`src/rtl/msp_ram.sv`:
```
// Generic simple dual-port RAM, one write and one registered read port.
// No dependencies.
module msp_ram #(
  parameter int WIDTH = 8,
  parameter int DEPTH = 16
) (
  input  logic                     clk,
  input  logic                     we,
  input  logic [$clog2(DEPTH)-1:0] waddr,
  input  logic [WIDTH-1:0]         wdata,
  input  logic [$clog2(DEPTH)-1:0] raddr,
  output logic [WIDTH-1:0]         rdata
);

  logic [WIDTH-1:0] mem [DEPTH];

  always_ff @(posedge clk) begin
    if (we) mem[waddr] <= wdata;
    rdata <= mem[raddr];
  end

endmodule

```
`config.mk`:
```
export PLATFORM = sky130hd
export DESIGN_NAME = msp_ram
export DESIGN_NICKNAME = d
export VERILOG_FILES = /design/src/rtl/msp_ram.sv
export SDC_FILE = /design/constraint.sdc
export NUM_CORES = 1
export LEC_CHECK = 0
export BUFFER_PORTS_ARGS = -buffer_cell sky130_fd_sc_hd__buf_4
export CORE_ASPECT_RATIO = 0.7
export CORE_MARGIN = 2
export CORE_UTILIZATION = 46
export CTS_BUF_LIST = sky130_fd_sc_hd__clkbuf_16
export DETAILED_ROUTE_END_ITERATION = 8
export GPL_TIMING_DRIVEN = 0
export PLACE_DENSITY = 0.67
export SLEW_MARGIN = 15
export SYNTH_ARGS = -nofsm -noshare
export SYNTH_HDL_FRONTEND = slang
export SYNTH_SLANG_ARGS = --single-unit
```
`constraint.sdc`:
```
create_clock -name clk -period 2.8 [get_ports clk]
set_input_delay 0.14 -clock clk [delete_from_list [all_inputs] [get_ports clk]]
set_output_delay 0.14 -clock clk [all_outputs]
set_load 0.05 [all_outputs]
```
Yosys cells after proc, flatten, opt, wreduce, memory -nomap -nowiden --
Memories as Yosys holds them, arrays and structs flattened. A register that Yosys moved wholly into a read port is not among the register bits. Index checks and enable logic that the tools add are counted. Widths: inputs -> output; s select.
Operators by class: muxes and demuxes 2
Operators with widths (number):
- $mux 1 | 2
Storage, ports and cells: register bits 0, bits in writable memories 128, input bits 18, output and inout bits 8, logic and storage cells 3, memories 1
Memory list:
- mem | depth 16, width 8, read ports 1, clocked after Yosys merged registers in 1, write ports 1, RTL line 15 | logic [WIDTH-1:0] mem [DEPTH];

Longest topological paths before layout --
depth after elaboration 2, mapped depth 5, depth with buffers taken out 3

Least setup slack after synthesis --
No wires, ideal clock.
path type input -> register, start input waddr[2], end memory mem[0][0] (enable), library setup time 0.383 ns, arrival 1.250 ns, data required time 2.417 ns, slack 1.167 ns, stages 2, buffers on the path 0, path through or3b_2 -> nor3_1
RTL lines:
- from (decl) | RTL line 9 | input logic [$clog2(DEPTH)-1:0] waddr,
- to (decl) | RTL line 15
Straight into the memory's write port.

Worst setup path in the final report --
start input waddr[2], end memory mem[3][3] (enable)
Straight into the memory's write port.

==> out/results.tsv <==
stage	metric	value	unit
status	status	finished, final reports clean	
cts	CTS tree	built	
synth	Syn Inst Count	229	
sta	RSZ-0062 raised after global routing	no	
sta	Final Slew Violations	0	
cts	clock root buffer	clkbuf_16	
placed_design	Routability Congestion	0.715	
setup_path	r2r worst-path depth	3	
sta	period utilization	51.3	%
pwr	Pwr Density	784	mW/mm2
placed_design	Placed Cells	406	
floorplan	die height	92.5	um
cells_and_area	NumNets Final	290	
synth	Cell variety after synth	19	
sta	Final Setup Violations	0	
synth	Post-synth top cells	edfxtp_1, mux4_2, a22oi_1	
setup_path	Setup crit start kind	input port	
cts	H-tree depth	4	
cts	hold-fix buffers at CTS	0	
floorplan	core area	0.0110	mm2
cells_and_area	layout cell share with drive strength beyond 1	29.1	%
detailed_routing	Detailed Route WL	10.2	mm
cts	clk_lat worst skew	0.41	ns
sta	post-route setup TNS	0	ns
global_route	GRT overflow	0	
global_route	first-pass GRT wire length	15.1	mm
pwr	combinational share of power	5.9	%
global_route	Total GRT Usage	18.8	%
detailed_routing	routed vias/inst	5.49	
synth	Yosys top cell area share	74.7	%
sta	Worst Skew	0.00415	ns
detailed_routing	Avg WL per Cell	23.4	um
cells_and_area	# diodes	0	
synth	Mapped Nets	247	
global_route	vias in the first global route	2375	
worst_hold_path	WHS Path Cells	1	
setup_path	crit path capture type	flop	
synth	Yosys reg bits	136	
sta	WHS	0.0599	ns
pwr	Cell Int Power	0.00384	W
floorplan	initial core utilization	46.9	%
synth	Post-Syn Area per Cell	22.5	um2
floorplan	Top Ports	26	
cts	post-CTS setup buffers	0	
placed_design	hpwl dp	6.37	mm
pwr	Max VDD drop	0.611	mV
synth	Cell Area, Synth	0.00515	mm2
cts	Max clock buf depth	2	
global_route	largest net degree at the start of global routing	17	
pwr	Pleak	2.07	nW
setup_path	CP arrival	1.47	ns
synth	FFs w/ async S/R, synth	0	%
flow_run	max_cap viols	0	
synth	cell taking the most area after synthesis	edfxtp_1	
cells_and_area	Layout area overhead	19.2	%
pwr	Sw Pwr	0.000964	W
sta	fmax	696	MHz
floorplan	Std-Cell Rows	32	
global_route	initial antenna violation count	0	
synth	top cells by area, synth	edfxtp_1, mux4_2, mux4_1, dfxtp_1, a22oi_1	
placed_design	Place WS	0.905	ns
sta	final worst path period need	1.44	ns
sta	actual slew at the worst max-slew pin	0.867	ns
synth	ys flop type	edfxtp_1	
detailed_routing	DRC viols	0	
detailed_routing	Iter 0 DRT Violations	182	
detailed_routing	drt first pass iters	4	
sta	Slew Limit Headroom	42.0	%
cts	clk sink count	136	
floorplan	Die Wd	130	um
cts	clock buffer count from CTS	17	
placed_design	Port Buffers	24	
cells_and_area	Non-Filler Instances	438	
sta	worst setup margin	1.36	ns
pwr	part of the power in the clock network	46.5	%
setup_path	critical path required time	2.83	ns
sta	final hold vios	0	
detailed_routing	vias after detailed routing	2405	
synth	number of enable flip-flop cells after synthesis	128	
pwr	sequential share of power	47.6	%
cts	CTS resizes	0	
setup_path	crit path kind	input port to flop	
synth	synthesis warning total	0	
cts	Worst-path clk slew	0.06	ns
floorplan	die area	0.0121	mm2
setup_path	maximum fanout along the worst path	8	
cells_and_area	utilization after layout	55.9	%
detailed_routing	Routed Antenna Nets	0	
pwr	switching part of the total	20.1	%
synth	sequential area share after synthesis	77.8	%
synth	most common cell in the netlist	edfxtp_1	
worst_hold_path	worst min path class	input port to flop	
[registers in the layout (all words and copies together), names as in the netlist]
register	cells
mem	128
rdata	8
[power by group through the flow]
stage | combinational (W) | sequential, W | clock [W]
final | 0.000282 | 0.00229 | 0.00224
after global routing | 0.000302 | 0.00229 | 0.00237
after CTS | 0.000285 | 0.00229 | 0.00227
after detailed placement | 0.000284 | 0.00233 | 0
after global placement | 0.000278 | 0.00233 | 0
after floorplan | 0.000116 | 0.00238 | 0
[logic make-up after synthesis]
group | count (synthesis) | synth area share, %
AOI/OAI and AO/OA | 16 | 2.33
DFF | 136 | 77.8
buffers and inverters | 10 | 1.68
and+or+nand+nor | 35 | 3.18
muxes | 32 | 15.0
[through the flow]
stage	area [um2]	total power [W]
after detailed placement	5530	0.00261
after floorplan	5150	0.00249
after global routing	6130	0.00496
after CTS	6130	0.00484
after global placement	5520	0.00261
final	6130	0.00481
[worst max-delay path, stage by stage]
cell    delay [ns]
buf_4         0.12
or3b_2        0.52
nor2_1        0.68
[path summary, 6_finish.rpt]
| check | endpoint | start | slack [ns] |
|---|---|---|---|
| max reg2reg | rdata[1] | mem[5][1] | 1.38 |
| min reg2reg | rdata[3] | mem[0][3] | 0.70 |
| min | mem[6][5] | wdata[5] | 0.06 |
| max | mem[3][3] | waddr[2] | 1.36 |
[metal layers]
metal  up-vias  GRT usage (%)  part of all wire [%]
li1       1057              -                     -
met3        10           6.53                   5.9
met5         -              0                     0
met2        85           26.0                    45
met1      1253           28.2                    48
met4         0           6.21                   1.1
[cells in the final DEF, fill, tap and decap left out, types with 2 or more instances in the layout]
cell type        instances
a22oi_1                 16
buf_2                    3
buf_4                   25
buf_6                    3
bufinv_16                4
clkbuf_16               17
clkdlybuf4s25_2          3
clkinv_1                 2
clkinv_2                 4
dfxtp_1                  8
edfxtp_1               128
inv_1                    4
mux4_1                  14
mux4_2                  18
nand2_1                  9
nand2b_1                 2
nand3b_1                 2
nor2_1                  13
nor3_2                   4
[area by class of cell]
class,count,area (um2)
clock inverter,15,170
timing repair buffer,24,180
tap,153,191
multi-input combinational,83,1080
fill,835,4840
clock buffer,17,425
buffer,10,86.3
sequential,136,4000
(Power assumes the default switching activity.)
