[config.mk]
export PLATFORM = sky130hd
export DESIGN_NAME = msp_divsqrt
export DESIGN_NICKNAME = d
export VERILOG_FILES = /design/src/rtl/msp_pkg.sv /design/src/rtl/msp_divsqrt.sv
export SDC_FILE = /design/constraint.sdc
export NUM_CORES = 1
export LEC_CHECK = 0
export BUFFER_PORTS_ARGS = -buffer_cell sky130_fd_sc_hd__buf_2
export CORE_MARGIN = 2
export CORE_UTILIZATION = 45
export CTS_CLUSTER_DIAMETER = 50
export CTS_CLUSTER_SIZE = 10
export DETAILED_ROUTE_END_ITERATION = 7
export PLACE_DENSITY = 0.66
export SYNTH_ARGS = -nofsm -noshare
export SYNTH_HDL_FRONTEND = slang
export SYNTH_SLANG_ARGS = --single-unit
export TNS_END_PERCENT = 1
[constraint.sdc]
create_clock -name clk -period 16.15 [get_ports clk]
set_input_delay 0.8075 -clock clk [delete_from_list [all_inputs] [get_ports clk]]
set_output_delay 0.8075 -clock clk [all_outputs]
set_load 0.03 [all_outputs]
[src/rtl/msp_pkg.sv]
// Package for the mass-spring step block: table sizes, codes, entry layouts
// and the saturating Q16.16 helpers. No dependencies.
package msp_pkg;

  localparam int MAX_NODES   = 64;
  localparam int MAX_SPRINGS = 128;
  localparam int NODE_AW     = $clog2(MAX_NODES);
  localparam int SPR_AW      = $clog2(MAX_SPRINGS);

  typedef enum logic [1:0] {
    OP_NODE   = 2'd0,
    OP_SPRING = 2'd1,
    OP_STEP   = 2'd2
  } op_t;

  typedef enum logic [1:0] {
    REG_NODE_COUNT = 2'd0,
    REG_GRAVITY    = 2'd1,
    REG_TERM_SPEED = 2'd2,
    REG_TIME_STEP  = 2'd3
  } cfg_reg_t;

  typedef struct packed {
    logic        [30:0] mass;
    logic signed [31:0] vel_y;
    logic signed [31:0] vel_x;
    logic signed [31:0] pos_y;
    logic signed [31:0] pos_x;
  } node_t;

  typedef struct packed {
    logic signed [31:0] fy;
    logic signed [31:0] fx;
  } force_t;

  typedef struct packed {
    logic signed [31:0]  damping;
    logic signed [31:0]  stiffness;
    logic        [30:0]  brk;
    logic        [30:0]  rest;
    logic [NODE_AW-1:0]  n2;
    logic [NODE_AW-1:0]  n1;
  } spring_t;

  // request and response of the shared divide / square-root unit
  typedef struct packed {
    logic               is_sqrt;
    logic        [63:0] rad;
    logic signed [31:0] dvd;
    logic        [31:0] dvs;
  } ds_req_t;

  typedef struct packed {
    logic        done;
    logic [31:0] res;
  } ds_rsp_t;

  function automatic logic signed [31:0] sat33(input logic signed [32:0] v);
    logic signed [31:0] r;
    if (v[32] != v[31]) r = v[32] ? 32'sh8000_0000 : 32'sh7fff_ffff;
    else r = v[31:0];
    return r;
  endfunction

  function automatic logic signed [31:0] sat_add(input logic signed [31:0] a,
                                                 input logic signed [31:0] b);
    logic signed [32:0] s;
    s = {a[31], a} + {b[31], b};
    return sat33(s);
  endfunction

  function automatic logic signed [31:0] sat_sub(input logic signed [31:0] a,
                                                 input logic signed [31:0] b);
    logic signed [32:0] s;
    s = {a[31], a} - {b[31], b};
    return sat33(s);
  endfunction

  // product >> 16 (floor), saturated to 32 bits
  function automatic logic signed [31:0] qmul_res(input logic signed [63:0] p);
    logic signed [31:0] r;
    if ((&p[63:47]) || !(|p[63:47])) r = p[47:16];
    else r = p[63] ? 32'sh8000_0000 : 32'sh7fff_ffff;
    return r;
  endfunction

endpackage

[src/rtl/msp_divsqrt.sv]
// Shared iterative unit: Q16.16 divide (48 steps, truncating, saturated)
// or floor square root of a 64-bit value (32 steps). Uses msp_pkg.
module msp_divsqrt import msp_pkg::*; (
  input  logic    clk,
  input  logic    rst,
  input  logic    start,
  input  ds_req_t req,
  output ds_rsp_t rsp
);

  typedef enum logic [1:0] {D_IDLE, D_RUN, D_FIN} dstate_t;

  dstate_t     state;
  logic        is_sqrt;
  logic        neg;
  logic        dvs_zero;
  logic [5:0]  cnt;
  logic [63:0] acc;
  logic [35:0] rem;
  logic [47:0] qr;
  logic [31:0] dvs;
  logic        done;
  logic [31:0] res;

  logic [35:0] rs_div;
  logic [35:0] rs_sq;
  logic [35:0] trial;
  logic [31:0] mag;

  assign rs_div = {rem[34:0], acc[63]};
  assign rs_sq  = {rem[33:0], acc[63:62]};
  assign trial  = {2'b00, qr[31:0], 2'b01};
  assign mag    = req.dvd[31] ? 32'(-req.dvd) : 32'(req.dvd);

  assign rsp.done = done;
  assign rsp.res  = res;

  always_ff @(posedge clk) begin
    if (rst) begin
      state <= D_IDLE;
      done  <= 1'b0;
    end else begin
      done <= 1'b0;
      unique case (state)
        D_IDLE: begin
          if (start) begin
            is_sqrt  <= req.is_sqrt;
            neg      <= req.dvd[31];
            dvs_zero <= (req.dvs == '0);
            dvs      <= req.dvs;
            rem      <= '0;
            qr       <= '0;
            if (req.is_sqrt) begin
              acc <= req.rad;
              cnt <= 6'd31;
            end else begin
              acc <= {mag, 32'd0} >> 0;
              cnt <= 6'd47;
            end
            acc <= req.is_sqrt ? req.rad : {mag, 32'd0};
            state <= D_RUN;
          end
        end
        D_RUN: begin
          if (is_sqrt) begin
            if (rs_sq >= trial) begin
              rem <= rs_sq - trial;
              qr  <= {qr[46:0], 1'b1};
            end else begin
              rem <= rs_sq;
              qr  <= {qr[46:0], 1'b0};
            end
            acc <= {acc[61:0], 2'b00};
          end else begin
            if (rs_div >= {4'd0, dvs}) begin
              rem <= rs_div - {4'd0, dvs};
              qr  <= {qr[46:0], 1'b1};
            end else begin
              rem <= rs_div;
              qr  <= {qr[46:0], 1'b0};
            end
            acc <= {acc[62:0], 1'b0};
          end
          if (cnt == '0) state <= D_FIN;
          else cnt <= cnt - 6'd1;
        end
        D_FIN: begin
          done  <= 1'b1;
          state <= D_IDLE;
          if (is_sqrt) res <= qr[31:0];
          else if (dvs_zero) res <= '0;
          else if (neg) res <= (qr > 48'h0000_8000_0000) ? 32'h8000_0000 : 32'(-qr);
          else res <= (qr > 48'h0000_7fff_ffff) ? 32'h7fff_ffff : qr[31:0];
        end
        default: state <= D_IDLE;
      endcase
    end
  end

endmodule

* After elaboration in Yosys (flattened, before gate mapping)
Index checks and enable logic that the tools add are counted.
Word-level totals: register bits after elaboration 223, logic and storage cells 63, bits of input ports 132
Cells by class: magnitude comparators 4, bitwise operators 1, reductions and logical operators 9, add/subtract/negate cells 5, multiplexer cells 28, eq/ne operators 5
Operators with widths (count):
- $mux 32 | 6
- $mux 64 | 3
- $mux 35 | 4
- $pmux 64 s2 | 1
- $pmux 48 s2 | 1
- $pmux 35 s2 | 1
- $neg 32->32 | 2
- $gt 48x31->1 const B | 1
- $gt 48x32->1 const B | 1
- $mux 48 | 1
- $ge 36x32->1 | 1
- $ge 36x34->1 | 1
- $sub 35x32->35 | 1
- $sub 35x34->35 | 1
- $logic_not 32->1 | 1
- $mux 6 | 3
- $pmux 6 s2 | 1
- $logic_not 6->1 | 1
- $ne 2x2->1 const B | 3
- $reduce_and 3->1 | 2
- $sub 6x1->6 const B | 1
- $mux 1 | 4
- $mux 2 | 2
- $pmux 2 s2 | 1
- other kinds (7) | 8

* Logic depth before layout (Yosys ltp)
depth in word-level cells 5, gate-level depth with buffers 15

* Least setup slack after synthesis
No wires, ideal clock.
path kind input-to-reg, start point in rst, end point reg cnt[0], enable pin, data arrival time 11.695 ns, stages on the path 2, setup slack 4.098 ns, buffers on the path 0, setup time 0.358 ns, cell sequence nor3_1 nor2b_1
On the way: longest elaborated chain between the ends 2
Ends and longest elaborated chain:
- start, declared | RTL line msp_divsqrt.sv:5 | input logic rst,
- $not 1->1 (no line)
- $reduce_and 4->1 (no line)
- end signal, assigned | RTL line msp_divsqrt.sv:85 | else cnt <= cnt - 6'd1;
- end, declared | RTL line msp_divsqrt.sv:17 | logic [5:0] cnt;
No other way between the ends. A chain may end at the register's enable or synchronous reset.

* Worst setup path after layout
start point reg acc[63], end point reg rem[13], data pin
On the way: longest elaborated chain between the ends 4, elaborated cells between the ends (all ways) 8, classes of those cells add/sub: 2; order compare: 2; mux: 4
Ends and longest elaborated chain:
- start, declared | RTL line msp_divsqrt.sv:18 | logic [63:0] acc;
- start signal, assigned | RTL line msp_divsqrt.sv:54 | acc <= req.rad;
- start signal, assigned | RTL line msp_divsqrt.sv:57 | acc <= {mag, 32'd0} >> 0;
- start signal, assigned | RTL line msp_divsqrt.sv:60 | acc <= req.is_sqrt ? req.rad : {mag, 32'd0};
- $sub 35x32->35 (tied with other cells) | RTL line msp_divsqrt.sv:76 | rem <= rs_div - {4'd0, dvs};
- $mux 35, on equally long branches | RTL line msp_divsqrt.sv:75, msp_divsqrt.sv:66
- $mux 35 (*) | RTL line msp_divsqrt.sv:65 | if (is_sqrt) begin
- $pmux 35 s2 (*) | RTL line msp_divsqrt.sv:44 | unique case (state)
- end signal, assigned | RTL line msp_divsqrt.sv:67 | rem <= rs_sq - trial;
- end signal, assigned | RTL line msp_divsqrt.sv:76
- end signal, assigned | RTL line msp_divsqrt.sv:79 | rem <= rs_div;
- end, declared | RTL line msp_divsqrt.sv:19 | logic [35:0] rem;
Mark *: on every way between the ends. The rest lies on a longest branch, timed or not.

==> impl_metrics.ini <==
[worst_hold_path]
hold_class = primary input to flip-flop
hp-start = req[9]

[flow_run]
cap_violations = 0

[setup_path]
cp_common_cell = a21oi_1
cp-start-kind = flip-flop
crit_path_max_incr_delay_ns = 0.93
r2r_slack_ns = 12.03
cp_slowest_cell = a22o_2
crit_buf_inv = 1
end_kind = flip-flop
crit_chain = inv_1, ha_1, fa_1, nand2b_1, a21oi_1, o41a_1, a21oi_1, a31o_2, a22o_2, mux2_2, o21ai_0, a21oi_1
cp.required_ns = 16.44
crit_type = flip-flop to flip-flop
crit_arrival_ns = 4.41
rr_startpoint = acc[63]
setup.worst_path.start = acc[63]
cp_top_family = compound AO/OA/AOI/OAI gates
worst-path-max-fanout = 63

[global_routing]
grt_pass1_wl_um = 69000
grtUsageTotal = 0.236
grt_pass1_vias = 12900
grt_max_degree = 85
grt_overflow_total = 0
antenna_found_initial = 0

[yosys]
yosys.area.top_type = edfxtp_1
synthXorXnorAreaFrac = 0.0478
synth-compound-area-share = 0.218
synth_fa_ha_area_frac = 0.0568
synth_enable_flop_cells = 220
synth_top_area_frac = 0.419
synth_nets = 1888
syn-cell-area_mm2 = 0.0158
synth_mux_area_frac = 0.0464
synth-seq-cells = 223
synth_warnings = 0
async_reset_ff_frac = 0
postSynthCellCount = 1685
synth_top_family_by_area = compound AO/OA/AOI/OAI gates
synth_top_flop_cell = edfxtp_1
ys_seq_area_frac = 0.423
yosys.area_share.simple = 0.159
synth_area_leaders = edfxtp_1, ha_1, mux2i_1
ys_types = 78
synth_area_per_cell_um2 = 9.36

[route]
viasPerCell = 6.01
first_pass_iters = 5
drc = 0
routedWlPerCell_um = 19.3
drt_iter0_drc = 1306
num_vias = 13600
ant_nets = 0
wirelength_um = 43900

[finish]
utilization = 0.515
multiInputGateArea_mm2 = 0.00837
nNetsFinal = 1997
ff_latch_area_mm2 = 0.00667
diodes = 0
nFillCells = 3269
syn2layout_area_growth_pct = 12.8
drive_above_1_share = 0.141

[timing]
whs_ns = 0.429
setup_viol = 0
worst_pin_slew_ns = 1.22
relSlewSlack = 0.188
min_period_ns = 4.12
max_freq_ghz = 0.242
maxSlewViolCount = 0
fin_crit_sh = 0.255
fin_worst_skew_ns = 0.0220
hold_violations = 0
finalSetupTns_ns = 0
rsz0062_at_grt = false

[cts]
cts_tree = done
htree_num_levels = 1
cts_sinks = 223
cts-root-buf = clkbuf_16
cts_buffers = 29
cts_resized = 0
cts_setup_buffers = 0
path_clk_slew_ns = 0.06
insertion_delay_ns = 0.58
clk_path_buf_depth = 3
cts_hold_buf = 0

[place]
gp_congestion = 0.917
port_buffers = 164
dpl.hpwl_um = 31500

[power_and_ir_drop]
ir_drop_mv = 0.0830
power_leakage_nw = 7.04
p_per_area_mw_per_mm2 = 96.4

[floorplanning]
core_mm2 = 0.0345
io_pins = 165
chipHeight_um = 191
rows = 68
initial_core_util = 0.457
fp.dieW_um = 191
dieArea_mm2 = 0.0366

[run_status]
status = finished, final reports clean
==> final timing paths <==
check            end  depth (start not counted)
min reg2reg   qr[36]                          1
min           dvs[9]                          1
max reg2reg  rem[13]                         12
max          rem[13]                         12
==> worst register-to-register path, cell delays in order (launching register included) <==
cell and delay (ns):
edfxtp_1 0.44, inv_1 0.14, ha_1 0.20, fa_1 0.23, nand2b_1 0.15, a21oi_1 0.12, o41a_1 0.39, a21oi_1 0.35
a31o_2 0.26, a22o_2 0.93, mux2_2 0.45, o21ai_0 0.14, a21oi_1 0.06
==> cells in the mapped netlist, drive strengths merged, types with 4 or more instances <==
cell	number
nor2b	11
xnor2	41
o211a	6
nor4b	5
o211ai	9
o22ai	14
or2	13
nand2	117
and2	20
nor3	31
mux2i	72
a211oi	57
ha	70
edfxtp	220
o31ai	16
nand2b	15
inv	94
nor4	21
a2111oi	8
a21o	21
a21oi	118
a311oi	13
nor2	148
o311a	4
o21ba	6
o41ai	6
or3	11
or4	9
and3	13
o22a	26
a31o	4
o21ai	111
nand3	59
clkbuf	75
nor3b	4
o21a	17
xor2	45
buf	26
nand4	28
a31oi	44
o21bai	12
==> routing by layer <==
metal  track usage  vias up  share of wire
met2         0.385      465           0.46
met1         0.324     6508           0.45
met4        0.0787        0          0.030
li1              -     6589              -
met5             0        -              0
met3        0.0307       84          0.061
==> cells by family (layout without fill, tap and decap cells) <==
| family | count (synthesis) | in the layout |
|---|---|---|
| adders and majority gates | 71 | 71 |
| muxes | 73 | 73 |
| AOI/OAI and AO/OA | 522 | 522 |
| and+or+nand+nor | 513 | 513 |
| xor gates and xnor gates | 86 | 86 |
| DFF | 223 | 223 |
| buffers and inverters | 197 | 328 |
==> layout make-up <==
type,instances,share of cell area
Sequential cell,223,0.375
Multi-Input combinational cell,1265,0.470
Clock buffer,42,0.0452
Timing Repair Buffer,179,0.0524
Tap cell,455,0.0320
Clock inverter,11,0.00520
Inverter,96,0.0202
==> flip-flops by register name (all words and copies together), names as in the netlist, 2 cells and up <==
register  cells
acc          64
cnt           6
dvs          32
qr           48
rem          35
res          32
state         2
==> where the power goes <==
| part | switching [mW] | leakage (nW) | internal (mW) | total, mW |
|---|---|---|---|---|
| Sequential | 0.0301 | 2.12 | 0.681 | 0.711 |
| Combinational | 0.241 | 4.48 | 0.152 | 0.394 |
| Clock | 0.252 | 0.437 | 0.360 | 0.612 |
==> metrics by stage <==
| step | total power, mW | setup WS, ns | std cells | area [um^2] |
|---|---|---|---|---|
| 6_report | 1.72 | 12.03 | 2271 | 17800 |
| 5_1_grt | 1.79 | 11.78 | 2271 | 17800 |
| 4_1_cts | 1.72 | 12.09 | 2271 | 17800 |
| 3_5_place_dp | 1.11 | 12.13 | 2218 | 16900 |
| 3_3_place_gp | 1.10 | 12.18 | 2218 | 16900 |
| 2_1_floorplan | 1.00 | 4.10 | 1685 | 15800 |
==> cells in the final DEF (no fill, tap or decap), types with 45 or more instances in the layout <==
cell,instances
mux2i_1,72
a21oi_1,118
a211oi_1,55
ha_1,70
xor2_1,45
buf_2,164
o21ai_0,108
nand3_1,58
nor2_1,147
nand2_1,117
edfxtp_1,220
inv_1,94
Power figures use the tool's default switching activity.
